`config.mk`:
```
export PLATFORM = sky130hd
export DESIGN_NAME = addressable_led_strip_serializer
export DESIGN_NICKNAME = d
export VERILOG_FILES = /design/src/rtl/lss_pkg.sv /design/src/rtl/lss_csr.sv /design/src/rtl/lss_core.sv /design/src/rtl/addressable_led_strip_serializer.sv
export SDC_FILE = /design/constraint.sdc
export NUM_CORES = 1
export LEC_CHECK = 0
export BUFFER_PORTS_ARGS = -buffer_cell sky130_fd_sc_hd__buf_4
export CAP_MARGIN = 20
export CORE_MARGIN = 4
export CORE_UTILIZATION = 50
export CTS_CLUSTER_DIAMETER = 100
export CTS_CLUSTER_SIZE = 24
export DETAILED_ROUTE_END_ITERATION = 10
export GPL_TIMING_DRIVEN = 1
export HOLD_SLACK_MARGIN = 0.02
export PLACE_DENSITY_LB_ADDON = 0.05
export SLEW_MARGIN = 30
export SYNTH_ARGS = -nofsm -noshare
export SYNTH_HDL_FRONTEND = slang
export SYNTH_SLANG_ARGS = --single-unit
```
`constraint.sdc`:
```
create_clock -name clock -period 8.1 [get_ports clock]
set_input_delay 1.62 -clock clock [delete_from_list [all_inputs] [get_ports clock]]
set_output_delay 1.62 -clock clock [all_outputs]
set_load 0.1 [all_outputs]
```
`src/rtl/lss_pkg.sv`:
```
`default_nettype none

package lss_pkg;

   localparam int PIXEL_W   = 24;
   localparam int CSR_W     = 16;
   localparam int CSR_IDX_W = 3;
   localparam int COUNT_W   = 8;
   localparam int PAD_W     = 2;
   localparam int REQ_DATA_W = 32;
   localparam int RSP_DATA_W = 8;

   localparam int DEF_TICK_WIDTH = 16;
   localparam int DEF_FRAME_BITS = 24;

   localparam logic [COUNT_W-1:0] RST_LED_COUNT  = 8'd16;
   localparam logic [CSR_W-1:0]   RST_ONE_HIGH   = 16'd80;
   localparam logic [CSR_W-1:0]   RST_ONE_LOW    = 16'd45;
   localparam logic [CSR_W-1:0]   RST_ZERO_HIGH  = 16'd40;
   localparam logic [CSR_W-1:0]   RST_ZERO_LOW   = 16'd85;
   localparam logic [CSR_W-1:0]   RST_GAP        = 16'd5000;

   localparam logic KIND_TICK  = 1'b0;
   localparam logic KIND_START = 1'b1;

   localparam logic [PAD_W-1:0] PAD_ONE   = 2'd1;
   localparam logic [PAD_W-1:0] PAD_THREE = 2'd2;

   typedef enum logic [CSR_IDX_W-1:0] {
      CSR_LED_COUNT = 3'd0,
      CSR_ONE_HIGH  = 3'd1,
      CSR_ONE_LOW   = 3'd2,
      CSR_ZERO_HIGH = 3'd3,
      CSR_ZERO_LOW  = 3'd4,
      CSR_GAP       = 3'd5
   } csr_index_type;

   typedef enum logic [1:0] {
      PH_IDLE = 2'd0,
      PH_HIGH = 2'd1,
      PH_LOW  = 2'd2,
      PH_GAP  = 2'd3
   } phase_type;

   typedef struct packed {
      logic [COUNT_W-1:0] led_count;
      logic [CSR_W-1:0]   one_high;
      logic [CSR_W-1:0]   one_low;
      logic [CSR_W-1:0]   zero_high;
      logic [CSR_W-1:0]   zero_low;
      logic [CSR_W-1:0]   gap;
   } cfg_type;

   typedef struct packed {
      logic done;
      logic busy;
      logic line;
   } res_type;

endpackage

`default_nettype wire

```
`src/rtl/lss_csr.sv`:
```
`default_nettype none

module lss_csr
   import lss_pkg::*;
(
   input  wire logic                 clock,
   input  wire logic                 reset,
   input  wire logic                 csr_we,
   input  wire logic [CSR_IDX_W-1:0] csr_index,
   input  wire logic [CSR_W-1:0]     csr_wdata,
   output cfg_type                   cfg
);

   cfg_type cfg_ff;
   cfg_type cfg_in;

   always_comb begin
      cfg_in = cfg_ff;
      if (csr_we) begin
         unique case (csr_index_type'(csr_index))
            CSR_LED_COUNT: cfg_in.led_count = csr_wdata[COUNT_W-1:0];
            CSR_ONE_HIGH:  cfg_in.one_high  = csr_wdata;
            CSR_ONE_LOW:   cfg_in.one_low   = csr_wdata;
            CSR_ZERO_HIGH: cfg_in.zero_high = csr_wdata;
            CSR_ZERO_LOW:  cfg_in.zero_low  = csr_wdata;
            CSR_GAP:       cfg_in.gap       = csr_wdata;
            default: ;
         endcase
      end
   end

   always_ff @(posedge clock) begin
      if (reset) begin
         cfg_ff.led_count <= RST_LED_COUNT;
         cfg_ff.one_high  <= RST_ONE_HIGH;
         cfg_ff.one_low   <= RST_ONE_LOW;
         cfg_ff.zero_high <= RST_ZERO_HIGH;
         cfg_ff.zero_low  <= RST_ZERO_LOW;
         cfg_ff.gap       <= RST_GAP;
      end else begin
         cfg_ff <= cfg_in;
      end
   end

   assign cfg = cfg_ff;

endmodule

`default_nettype wire

```
`src/rtl/lss_core.sv`:
```
`default_nettype none

module lss_core
   import lss_pkg::*;
#(
   parameter int TICK_WIDTH = DEF_TICK_WIDTH,
   parameter int FRAME_BITS = DEF_FRAME_BITS
) (
   input  wire logic               clock,
   input  wire logic               reset,
   input  wire cfg_type            cfg,
   input  wire logic               step,
   input  wire logic               kind,
   input  wire logic [PIXEL_W-1:0] pixel_word,
   input  wire logic               lights_on,
   input  wire logic [PAD_W-1:0]   pad_mode,
   output res_type                 res,
   output logic                    idle
);

   localparam int CMP_W     = (TICK_WIDTH > CSR_W) ? TICK_WIDTH : CSR_W;
   localparam int BIT_IDX_W = $clog2(FRAME_BITS);
   localparam logic [BIT_IDX_W-1:0]  LAST_BIT = BIT_IDX_W'(FRAME_BITS - 1);
   localparam logic [TICK_WIDTH-1:0] TICK_MAX = {TICK_WIDTH{1'b1}};

   phase_type               phase_ff, phase_in;
   logic [COUNT_W-1:0]      led_index_ff, led_index_in;
   logic [1:0]              frame_in_led_ff, frame_in_led_in;
   logic [BIT_IDX_W-1:0]    bit_index_ff, bit_index_in;
   logic [TICK_WIDTH-1:0]   tick_count_ff, tick_count_in;
   logic [FRAME_BITS-1:0]   frame_shift_ff, frame_shift_in;
   logic [PIXEL_W-1:0]      held_pixel_ff, held_pixel_in;
   logic                    held_lights_ff, held_lights_in;
   logic [PAD_W-1:0]        held_pad_ff, held_pad_in;

   logic                    cur_bit;
   logic [CSR_W-1:0]        tick_len;
   logic [TICK_WIDTH-1:0]   tick_next;
   logic                    tick_end;
   logic [1:0]              last_frame;
   logic [COUNT_W-1:0]      led_next;

   assign cur_bit = frame_shift_ff[FRAME_BITS-1];

   always_comb begin
      if (phase_ff == PH_HIGH) begin
         tick_len = cur_bit ? cfg.one_high : cfg.zero_high;
      end else if (phase_ff == PH_LOW) begin
         tick_len = cur_bit ? cfg.one_low : cfg.zero_low;
      end else begin
         tick_len = cfg.gap;
      end
   end

   assign tick_next = (tick_count_ff != TICK_MAX) ? tick_count_ff + 1'b1 : tick_count_ff;
   assign tick_end  = (CMP_W'(tick_next) >= CMP_W'(tick_len)) || (tick_next == TICK_MAX);

   // index of the last frame sent per led, padding included
   always_comb begin
      last_frame = 2'd0;
      if (held_lights_ff) begin
         if (held_pad_ff == PAD_ONE) begin
            last_frame = 2'd1;
         end else if (held_pad_ff == PAD_THREE) begin
            last_frame = 2'd3;
         end
      end
   end

   assign led_next = led_index_ff + 1'b1;

   // next state
   always_comb begin
      phase_in        = phase_ff;
      led_index_in    = led_index_ff;
      frame_in_led_in = frame_in_led_ff;
      bit_index_in    = bit_index_ff;
      tick_count_in   = tick_count_ff;
      frame_shift_in  = frame_shift_ff;
      held_pixel_in   = held_pixel_ff;
      held_lights_in  = held_lights_ff;
      held_pad_in     = held_pad_ff;
      if (step) begin
         if (kind == KIND_START) begin
            if (phase_ff == PH_IDLE) begin
               held_pixel_in   = pixel_word;
               held_lights_in  = lights_on;
               held_pad_in     = pad_mode;
               led_index_in    = '0;
               frame_in_led_in = '0;
               bit_index_in    = '0;
               tick_count_in   = '0;
               if (cfg.led_count == '0) begin
                  frame_shift_in = '0;
                  phase_in       = PH_GAP;
               end else begin
                  frame_shift_in = lights_on ? FRAME_BITS'(pixel_word) : '0;
                  phase_in       = PH_HIGH;
               end
            end
         end else begin
            unique case (phase_ff)
               PH_IDLE: begin
               end
               PH_HIGH: begin
                  if (tick_end) begin
                     tick_count_in = '0;
                     phase_in      = PH_LOW;
                  end else begin
                     tick_count_in = tick_next;
                  end
               end
               PH_LOW: begin
                  if (tick_end) begin
                     tick_count_in = '0;
                     if (bit_index_ff != LAST_BIT) begin
                        bit_index_in   = bit_index_ff + 1'b1;
                        frame_shift_in = frame_shift_ff << 1;
                        phase_in       = PH_HIGH;
                     end else begin
                        bit_index_in = '0;
                        if (frame_in_led_ff != last_frame) begin
                           frame_in_led_in = frame_in_led_ff + 1'b1;
                           frame_shift_in  = '0;
                           phase_in        = PH_HIGH;
                        end else begin
                           frame_in_led_in = '0;
                           led_index_in    = led_next;
                           if (led_next != '0 && led_next < cfg.led_count) begin
                              frame_shift_in = held_lights_ff ?
                                               FRAME_BITS'(held_pixel_ff) : '0;
                              phase_in       = PH_HIGH;
                           end else begin
                              frame_shift_in = frame_shift_ff << 1;
                              phase_in       = PH_GAP;
                           end
                        end
                     end
                  end else begin
                     tick_count_in = tick_next;
                  end
               end
               PH_GAP: begin
                  if (tick_end) begin
                     tick_count_in = '0;
                     led_index_in  = '0;
                     phase_in      = PH_IDLE;
                  end else begin
                     tick_count_in = tick_next;
                  end
               end
            endcase
         end
      end
   end

   // outputs
   always_comb begin
      res.line = (phase_in == PH_HIGH);
      res.busy = (phase_in != PH_IDLE);
      res.done = step && (kind == KIND_TICK) && (phase_ff == PH_GAP) && tick_end;
      idle     = (phase_ff == PH_IDLE);
   end

   always_ff @(posedge clock) begin
      if (reset) begin
         phase_ff        <= PH_IDLE;
         led_index_ff    <= '0;
         frame_in_led_ff <= '0;
         bit_index_ff    <= '0;
         tick_count_ff   <= '0;
      end else begin
         phase_ff        <= phase_in;
         led_index_ff    <= led_index_in;
         frame_in_led_ff <= frame_in_led_in;
         bit_index_ff    <= bit_index_in;
         tick_count_ff   <= tick_count_in;
      end
   end

   always_ff @(posedge clock) begin
      frame_shift_ff <= frame_shift_in;
      held_pixel_ff  <= held_pixel_in;
      held_lights_ff <= held_lights_in;
      held_pad_ff    <= held_pad_in;
   end

endmodule

`default_nettype wire

```
`src/rtl/addressable_led_strip_serializer.sv`:
```
// channel | direction | handshake            | payload
// req     | in        | req_tvalid/req_tready | tuser kind, tdata pixel/flags
// rsp     | out       | rsp_tvalid/rsp_tready | tdata line/busy/done
// csr     | in        | csr_we                | csr_index, csr_wdata
// one beat per cycle unless rsp stalls; a taken beat waits in the input register
// the serializer state updates as a beat moves from the input register to rsp
// reset is synchronous and leaves the line idle with csr registers at defaults
// a stall on rsp fills the input register, then drops req_tready
`default_nettype none

module addressable_led_strip_serializer
   import lss_pkg::*;
#(
   parameter int TICK_WIDTH = DEF_TICK_WIDTH,
   parameter int FRAME_BITS = DEF_FRAME_BITS
) (
   input  wire logic                  clock,
   input  wire logic                  reset,
   input  wire logic                  req_tvalid,
   output logic                       req_tready,
   input  wire logic [REQ_DATA_W-1:0] req_tdata,  // pixel_word, lights_on, pad_mode
   input  wire logic                  req_tuser,  // kind
   output logic                       rsp_tvalid,
   input  wire logic                  rsp_tready,
   output logic [RSP_DATA_W-1:0]      rsp_tdata,  // line_level, busy_res, done_res
   input  wire logic                  csr_we,
   input  wire logic [CSR_IDX_W-1:0]  csr_index,
   input  wire logic [CSR_W-1:0]      csr_wdata
);

   cfg_type            cfg;
   res_type            step_res;
   logic               core_idle;

   logic               s1_valid_ff;
   logic               s1_kind_ff;
   logic [PIXEL_W-1:0] s1_pixel_ff;
   logic               s1_lights_ff;
   logic [PAD_W-1:0]   s1_pad_ff;
   logic               rsp_valid_ff;
   res_type            rsp_res_ff;
   logic               adv;

   assign adv        = s1_valid_ff && (!rsp_valid_ff || rsp_tready);
   assign req_tready = !s1_valid_ff || adv;

   lss_csr u_csr (
      .clock     (clock),
      .reset     (reset),
      .csr_we    (csr_we),
      .csr_index (csr_index),
      .csr_wdata (csr_wdata),
      .cfg       (cfg)
   );

   lss_core #(
      .TICK_WIDTH (TICK_WIDTH),
      .FRAME_BITS (FRAME_BITS)
   ) u_core (
      .clock      (clock),
      .reset      (reset),
      .cfg        (cfg),
      .step       (adv),
      .kind       (s1_kind_ff),
      .pixel_word (s1_pixel_ff),
      .lights_on  (s1_lights_ff),
      .pad_mode   (s1_pad_ff),
      .res        (step_res),
      .idle       (core_idle)
   );

   always_ff @(posedge clock) begin
      if (reset) begin
         s1_valid_ff  <= 1'b0;
         rsp_valid_ff <= 1'b0;
      end else begin
         if (req_tready) begin
            s1_valid_ff <= req_tvalid;
         end
         if (!rsp_valid_ff || rsp_tready) begin
            rsp_valid_ff <= s1_valid_ff;
         end
      end
   end

   always_ff @(posedge clock) begin
      if (req_tready && req_tvalid) begin
         s1_kind_ff   <= req_tuser;
         s1_pixel_ff  <= req_tdata[PIXEL_W-1:0];
         s1_lights_ff <= req_tdata[PIXEL_W];
         s1_pad_ff    <= req_tdata[PIXEL_W+PAD_W:PIXEL_W+1];
      end
      if (adv) begin
         rsp_res_ff <= step_res;
      end
   end

   assign rsp_tvalid = rsp_valid_ff;
   assign rsp_tdata  = RSP_DATA_W'({rsp_res_ff.done, rsp_res_ff.busy, rsp_res_ff.line});

   a_ready_only_on_stall : assert property (@(posedge clock) disable iff (reset)
      !req_tready |-> (s1_valid_ff && rsp_valid_ff && !rsp_tready))
      else $error("input stage stalled without a blocked result");

   a_tick_in_idle : assert property (@(posedge clock) disable iff (reset)
      (adv && s1_kind_ff == KIND_TICK && core_idle) |=>
         (rsp_tvalid && !rsp_res_ff.busy && !rsp_res_ff.done && !rsp_res_ff.line))
      else $error("tick beat while idle changed the result");

   a_done_returns_idle : assert property (@(posedge clock) disable iff (reset)
      (adv && step_res.done) |=> (core_idle && rsp_tvalid && !rsp_res_ff.busy))
      else $error("done pulse without return to idle");

endmodule

`default_nettype wire
```
==> results of run 1 <==
-- area by class of cell --
cell class / count / area (um2)
fill: 1744 / 8290
sequential: 205 / 4920
multi-input combinational: 767 / 4460
timing repair buffer: 67 / 503
clock buffer: 16 / 337
tap: 260 / 325
inverter: 26 / 97.6
clock inverter: 2 / 13.8
-- power breakdown --
part | leakage [nW] | total (mW) | internal (mW) | switching, mW
Sequential | 1.77 | 1.12 | 1.10 | 0.0160
Clock | 0.168 | 0.629 | 0.297 | 0.332
Combinational | 2.10 | 0.170 | 0.0586 | 0.111
Total | 4.03 | 1.92 | 1.46 | 0.460
-- logic make-up (layout without fill, tap and decap cells) --
| group | after synthesis | after routing | share of synthesized area |
|---|---|---|---|
| muxes | 49 | 49 | 0.0517 |
| buffers and inverters | 92 | 111 | 0.0409 |
| and+or+nand+nor | 435 | 435 | 0.197 |
| AOI/OAI and AO/OA | 240 | 240 | 0.160 |
| DFF | 205 | 205 | 0.505 |
| other | 1 | 5 | 0.000384 |
| xor gates and xnor gates | 11 | 11 | 0.0106 |
| adders and majority gates | 27 | 27 | 0.0346 |
-- routing by layer --
layer,track usage,vias up,share of wire
met2,0.326,143,0.45
met1,0.306,3579,0.49
met3,0.0242,18,0.042
met5,0,-,0
li1,-,3757,-
met4,0.0326,0,0.012
-- worst reg2reg max path: stages (launching register included) --
cell      delay, ns
dfxtp_1        0.51
ha_1           0.42
nand4_4        0.23
nor4_4         0.64
xor2_1         0.16
ha_1           0.31
nand2b_1       0.14
a21o_1         0.17
a211oi_1       0.23
o21ai_0        0.19
a221o_2        0.44
o211ai_4       0.31
nand2b_1       0.09
buf_4          0.25
a311oi_1       0.29
-- metrics by stage --
step / instances / total power [mW] / cell area, um2 / util / setup WS, ns
after floorplan: 1064 / 1.25 / 9770 / - / 3.83
after global placement: 1325 / 1.31 / 10300 / 0.544 / 3.67
after detailed placement: 1325 / 1.31 / 10300 / 0.544 / 3.63
after CTS: 1343 / 1.94 / 10700 / 0.562 / 3.64
after global routing: 1343 / 2.00 / 10700 / 0.562 / 3.36
final: 1343 / 1.92 / 10700 / 0.562 / 3.65
-- worst min-delay path by stage --
stage | startpoint | end | slack [ns] | depth (start not counted)
3_3_place_gp | s1_pad_ff[0] | u_core.held_pad_ff[0] | 0.40 | 0
5_1_grt | s1_pad_ff[1] | u_core.held_pad_ff[1] | 0.45 | 0
2_1_floorplan | s1_pad_ff[0] | u_core.held_pad_ff[0] | 0.40 | 0
4_1_cts | s1_pad_ff[1] | u_core.held_pad_ff[1] | 0.43 | 0
3_5_place_dp | s1_pad_ff[1] | u_core.held_pad_ff[1] | 0.41 | 0
6_report | s1_pad_ff[1] | u_core.held_pad_ff[1] | 0.43 | 0
-- sequential cells by signal (all words and copies together), names as in the netlist --
register                cells
s1_pixel_ff                24
s1_valid_ff                 1
s1_lights_ff                1
u_core.led_index_ff         8
u_core.held_lights_ff       1
u_core.held_pad_ff          2
u_core.phase_ff             2
u_core.bit_index_ff         5
rsp_tvalid                  1
s1_kind_ff                  1
u_core.frame_in_led_ff      2
s1_pad_ff                   2
u_core.held_pixel_ff       24
rsp_tdata                   3
u_core.frame_shift_ff      24
u_core.tick_count_ff       16
u_csr.cfg                  88
-- layout by cell type (no fill, tap or decap), types with 6 or more instances in the layout --
| cell | n |
|---|---|
| nand2_1 | 266 |
| nand3_1 | 35 |
| buf_4 | 67 |
| a221o_1 | 23 |
| a21o_1 | 7 |
| a21oi_1 | 109 |
| and3_1 | 9 |
| ha_1 | 27 |
| edfxtp_1 | 82 |
| dfxtp_1 | 123 |
| a22o_1 | 10 |
| a22oi_1 | 6 |
| nand2b_1 | 9 |
| xnor2_1 | 7 |
| inv_1 | 25 |
| clkbuf_16 | 13 |
| o21ai_0 | 49 |
| mux2i_1 | 47 |
| nor2_1 | 58 |
| nand4_1 | 12 |
| nor2b_1 | 6 |
| nor3_1 | 7 |
| a211oi_1 | 6 |
==> metrics.yaml, run 1 <==
ctsHoldBuffers: 0
maxCapViolations: 0
rrSetupSlack_ns: 3.65
synth_edf_count: 82
synth_area_leaders: "dfxtp_1 (25%), edfxtp_1 (25%), nand2_1 (10%)"
pwr_density_cell_mw_per_mm2: 180
synthesis.instances: 1060
grt_max_degree: 87
num_io_pins: 67
critPathLaunchType: "flip-flop"
vias: 7497
syn-cell-area_mm2: 0.00976
drt-total-wl_um: 22800
async_flop_share: 0
cts_setup_buffers: 0
area_growth_pct: 9.27
synth_common_cells: "nand2_1 (266), dfxtp_1 (123), a21oi_1 (109)"
viasPerCell: 5.58
cp_top_family: "compound AO/OA/AOI/OAI gates"
numCtsBuffers: 12
grt_pass1_vias: 6908
seq_area_frac_synth: 0.505
crit_path_max_fanout: 25
relSlewSlack: 0.340
dieWidth_um: 148
yosys.area.top_type: "dfxtp_1"
worstReg2RegEnd: "u_core.frame_in_led_ff[0]"
routabilityCongestion: 0.820
finalSetupViolations: 0
grt_overflow: 0
worst_ir_drop_vdd_v: 0.000137
rows: 50
startpoint: "u_core.tick_count_ff[0]"
status: "completed"
htree_levels: 1
synth_ff_type: "dfxtp_1"
crit_type: "flip-flop to flip-flop"
placement.io_buffers: 56
fmax_ghz: 0.225
slowest_stage: "nor4_4"
dp_hpwl_um: 14500
grt_antenna_before_repair: 0
initialDrtViolationCount: 454
critPathBufInv: 1
finalCritPeriodShare: 0.549
yosys_warnings: 0
ctsRootBufferMaster: "clkbuf_16"
drive_gt1_frac: 0.0970
n_antenna_cell: 0
clk_pin_slew_worst_paths_ns: 0.10
required_ns: 8.49
drc: 0
clk_path_buf_depth: 3
ys_types: 72
period_needed_ns: 4.45
core-area_mm2: 0.0190
tightestPinTransition_ns: 0.990
cts_tree: "built"
die_h_um: 148
cts_resized: 0
avgRoutedWirePerCell_um: 17.0
finalNetCount: 1163
endpoint: "u_core.frame_in_led_ff[0]"
firstDrtPassIters: 5
arrival_ns: 4.83
cpPeakStageDelay_ns: 0.63
rsz0062_at_grt: "false"
hold_viol: 0
cts.sinks: 205
synth_most_common_cell: "nand2_1"
fin_hold_ws_ns: 0.431
ys_seq_elements: 205
initial_core_util: 0.515
end_kind: "flip-flop"
path_depth: 14
r2r_start: "u_core.tick_count_ff[0]"
die_area_mm2: 0.0218
worstRegToRegCells: 14
grt_usage: 0.204
synth_top_area_frac: 0.252
hold_class: "flip-flop to flip-flop"
drv_slew: 0
synth_area_per_cell_um2: 9.20
path_cells: "ha_1 -> nand4_4 -> nor4_4 -> xor2_1 -> ha_1 -> nand2b_1 -> a21o_1 -> a211oi_1 -> o21ai_0 -> a221o_2 -> o211ai_4 -> nand2b_1 -> buf_4 -> a311oi_1"
drtAntennaViolNets: 0
timing.setup.tns_ns: 0
final.setup_skew_ns: 0.0194
insertion_delay_ns: 0.47
grt_pass1_wl_um: 36800
power_leakage_nw: 4.03
Note: power is estimated with default switching activity, not from simulation.
==> run 2: changes to the inputs <==
==> constraint.sdc (replaced) <==
create_clock -name clock -period 4 [get_ports clock]
set_input_delay 0.8 -clock clock [delete_from_list [all_inputs] [get_ports clock]]
set_output_delay 0.8 -clock clock [all_outputs]
set_load 0.1 [all_outputs]
==> metrics.yaml, run 2 (synthesized netlist as in run 1, its figures left out) <==
drv_slew: 0  # unchanged
avgRoutedWirePerCell_um: 16.7  # was 17.0 um
hold_viol: 0  # unchanged
pwr_density_cell_mw_per_mm2: 360  # was 180 mW/mm2
dieWidth_um: 148  # unchanged
htree_levels: 1  # unchanged
cts.sinks: 205  # unchanged
n_antenna_cell: 0  # unchanged
met1_usage: 0.299  # was 0.306
drtAntennaViolNets: 0  # unchanged
grt_overflow: 0  # unchanged
core-area_mm2: 0.0190  # unchanged
min_from: "s1_pad_ff[1]"  # unchanged
placed_area_mm2: 0.0105  # was 0.0103 mm2
initialDrtViolationCount: 529  # was 454
final_cell_mix: "nand2_1 (266), dfxtp_1 (123), a21oi_1 (109)"  # unchanged
drc: 0  # unchanged
gr-usage-met3: 0.0233  # was 0.0242
power_leakage_nw: 4.16  # was 4.03 nW
clk_path_buf_depth: 3  # unchanged
dp_hpwl_um: 15100  # was 14500 um
hold_end: "u_core.held_pad_ff[1]"  # unchanged
cts_resized: 0  # unchanged
fmax_ghz: 0.269  # was 0.225 GHz
rsz0062_at_grt: "false"  # unchanged
finalNetCount: 1187  # was 1163
r2r_start: "u_core.tick_count_ff[0]"  # unchanged
crit_type: "flip-flop to flip-flop"  # unchanged
rows: 50  # unchanged
grt_use_met2: 0.342  # was 0.326
numCtsBuffers: 12  # unchanged
finalCritPeriodShare: 0.930  # was 0.549
crit_path_max_fanout: 9  # was 25
initial_core_util: 0.515  # unchanged
worstReg2RegEnd: "u_core.led_index_ff[1]"  # was u_core.frame_in_led_ff[0]
arrival_ns: 4.13  # was 4.83 ns
required_ns: 4.41  # was 8.49 ns
clk_pin_slew_worst_paths_ns: 0.10  # about the same
crit_top_cell: "ha_1"
grt_pass1_wl_um: 37500  # was 36800 um
num_io_pins: 67  # unchanged
fin_util: 0.573  # was 0.562
largest_reg_flops: 88  # unchanged
insertion_delay_ns: 0.47  # about the same
cp_top_family: "compound AO/OA/AOI/OAI gates"  # unchanged
worst_ir_drop_vdd_v: 0.000361  # was 0.000137 V
drive_gt1_frac: 0.115  # was 0.0970
grt_pass1_vias: 7306  # was 6908
rrSetupSlack_ns: 0.28  # was 3.65 ns
grt_usage: 0.207  # was 0.204
vias: 7633  # was 7497
path_cells: "ha_1 -> nand4_4 -> nor4_4 -> xor2_1 -> ha_1 -> nand2b_1 -> a21o_1 -> a211oi_1 -> o21ai_0 -> a221oi_2 -> buf_4 -> nand2_2 -> a21oi_4 -> mux2i_1"  # was ha_1 -> nand4_4 -> nor4_4 -> xor2_1 -> ha_1 -> nand2b_1 -> a21o_1 -> a211oi_1 -> o21ai_0 -> a221o_2 -> o211ai_4 -> nand2b_1 -> buf_4 -> a311oi_1
path_depth: 14  # unchanged
drt-total-wl_um: 22900  # was 22800 um
timing.setup.tns_ns: 0  # unchanged
cpPeakStageDelay_ns: 0.44  # was 0.63 ns
grt_antenna_before_repair: 0  # unchanged
firstDrtPassIters: 5  # unchanged
grt_max_degree: 73  # was 87
tightestPinTransition_ns: 0.861  # was 0.990 ns
die_area_mm2: 0.0218  # unchanged
final.setup_skew_ns: 0.0176  # was 0.0194 ns
die_h_um: 148  # unchanged
cts_setup_buffers: 0  # unchanged
hold_class: "flip-flop to flip-flop"  # unchanged
ctsHoldBuffers: 0  # unchanged
layout_commonest_cell: "nand2_1"  # unchanged
grt-busiest-layer: "met2"  # unchanged
ctsRootBufferMaster: "clkbuf_16"  # unchanged
startpoint: "u_core.tick_count_ff[0]"  # unchanged
cts_tree: "built"  # unchanged
min_path_cells: 0  # unchanged
period_needed_ns: 3.72  # was 4.45 ns
status: "completed"  # unchanged
finalNonFillerCells: 1368  # was 1343
power_mw: 3.91  # was 1.92 mW
place_inst: 1349  # was 1325
placement.io_buffers: 56  # unchanged
maxCapViolations: 0  # unchanged
worstRegToRegCells: 14  # unchanged
relSlewSlack: 0.424  # was 0.340
postLayoutCellArea_mm2: 0.0109  # was 0.0107 mm2
finalSetupViolations: 0  # unchanged
critPathBufInv: 1  # unchanged
nFillCells: 1734  # was 1744
viasPerCell: 5.58  # about the same
routabilityCongestion: 0.840  # was 0.820
critPathLaunchType: "flip-flop"  # unchanged
area_growth_pct: 11.4  # was 9.27%
end_kind: "flip-flop"  # unchanged
slowest_stage: "nor4_4"  # unchanged
==> run 2: worst max path at each step <==
stage          slack, ns                         to
4_1_cts             0.27     u_core.led_index_ff[1]
3_3_place_gp        0.34               rsp_tdata[0]
6_report            0.28     u_core.led_index_ff[1]
5_1_grt             0.03     u_core.led_index_ff[0]
3_5_place_dp        0.30     u_core.led_index_ff[1]
2_1_floorplan      0.004  u_core.frame_in_led_ff[0]
==> run 2: area by class of cell <==
cell class | instances | area [um2] | share of cell area
clock buffer | 17 | 340 | 0.0313
clock inverter | 2 | 13.8 | 0.00127
tap | 260 | 325 | 0.0299
timing repair buffer | 91 | 708 | 0.0652
multi-input combinational | 767 | 4460 | 0.410
inverter | 26 | 97.6 | 0.00898
sequential | 205 | 4920 | 0.453
==> run 2: worst register-to-register path: stages (launching register included) <==
cell,delay [ns]
dfxtp_1,0.35
ha_1,0.23
nand4_4,0.21
nor4_4,0.44
xor2_1,0.20
ha_1,0.25
nand2b_1,0.14
a21o_1,0.17
a211oi_1,0.27
o21ai_0,0.19
a221oi_2,0.26
buf_4,0.18
nand2_2,0.13
a21oi_4,0.41
mux2i_1,0.25
==> run 2: report_power, final <==
part / total, mW / leakage [nW] / internal (mW) / switching, mW
registers: 2.27 / 1.77 / 2.24 / 0.0303
logic: 0.354 / 2.22 / 0.126 / 0.228
clock network: 1.29 / 0.173 / 0.605 / 0.686
==> run 2: layer usage <==
| metal | up-vias | wire length, um |
|---|---|---|
| met4 | 0 | 325 |
| met1 | 3647 | 11000 |
| met5 | - | 0 |
| li1 | 3811 | - |
| met2 | 154 | 10600 |
| met3 | 21 | 955 |
==> run 2: per-stage QoR <==
step	worst slack, ns	hold slack [ns]
floorplan	0.00374	0.400
detailed placement	0.296	0.405
finish	0.280	0.427
global placement	0.338	0.405
global route	0.0291	0.441
CTS	0.272	0.431
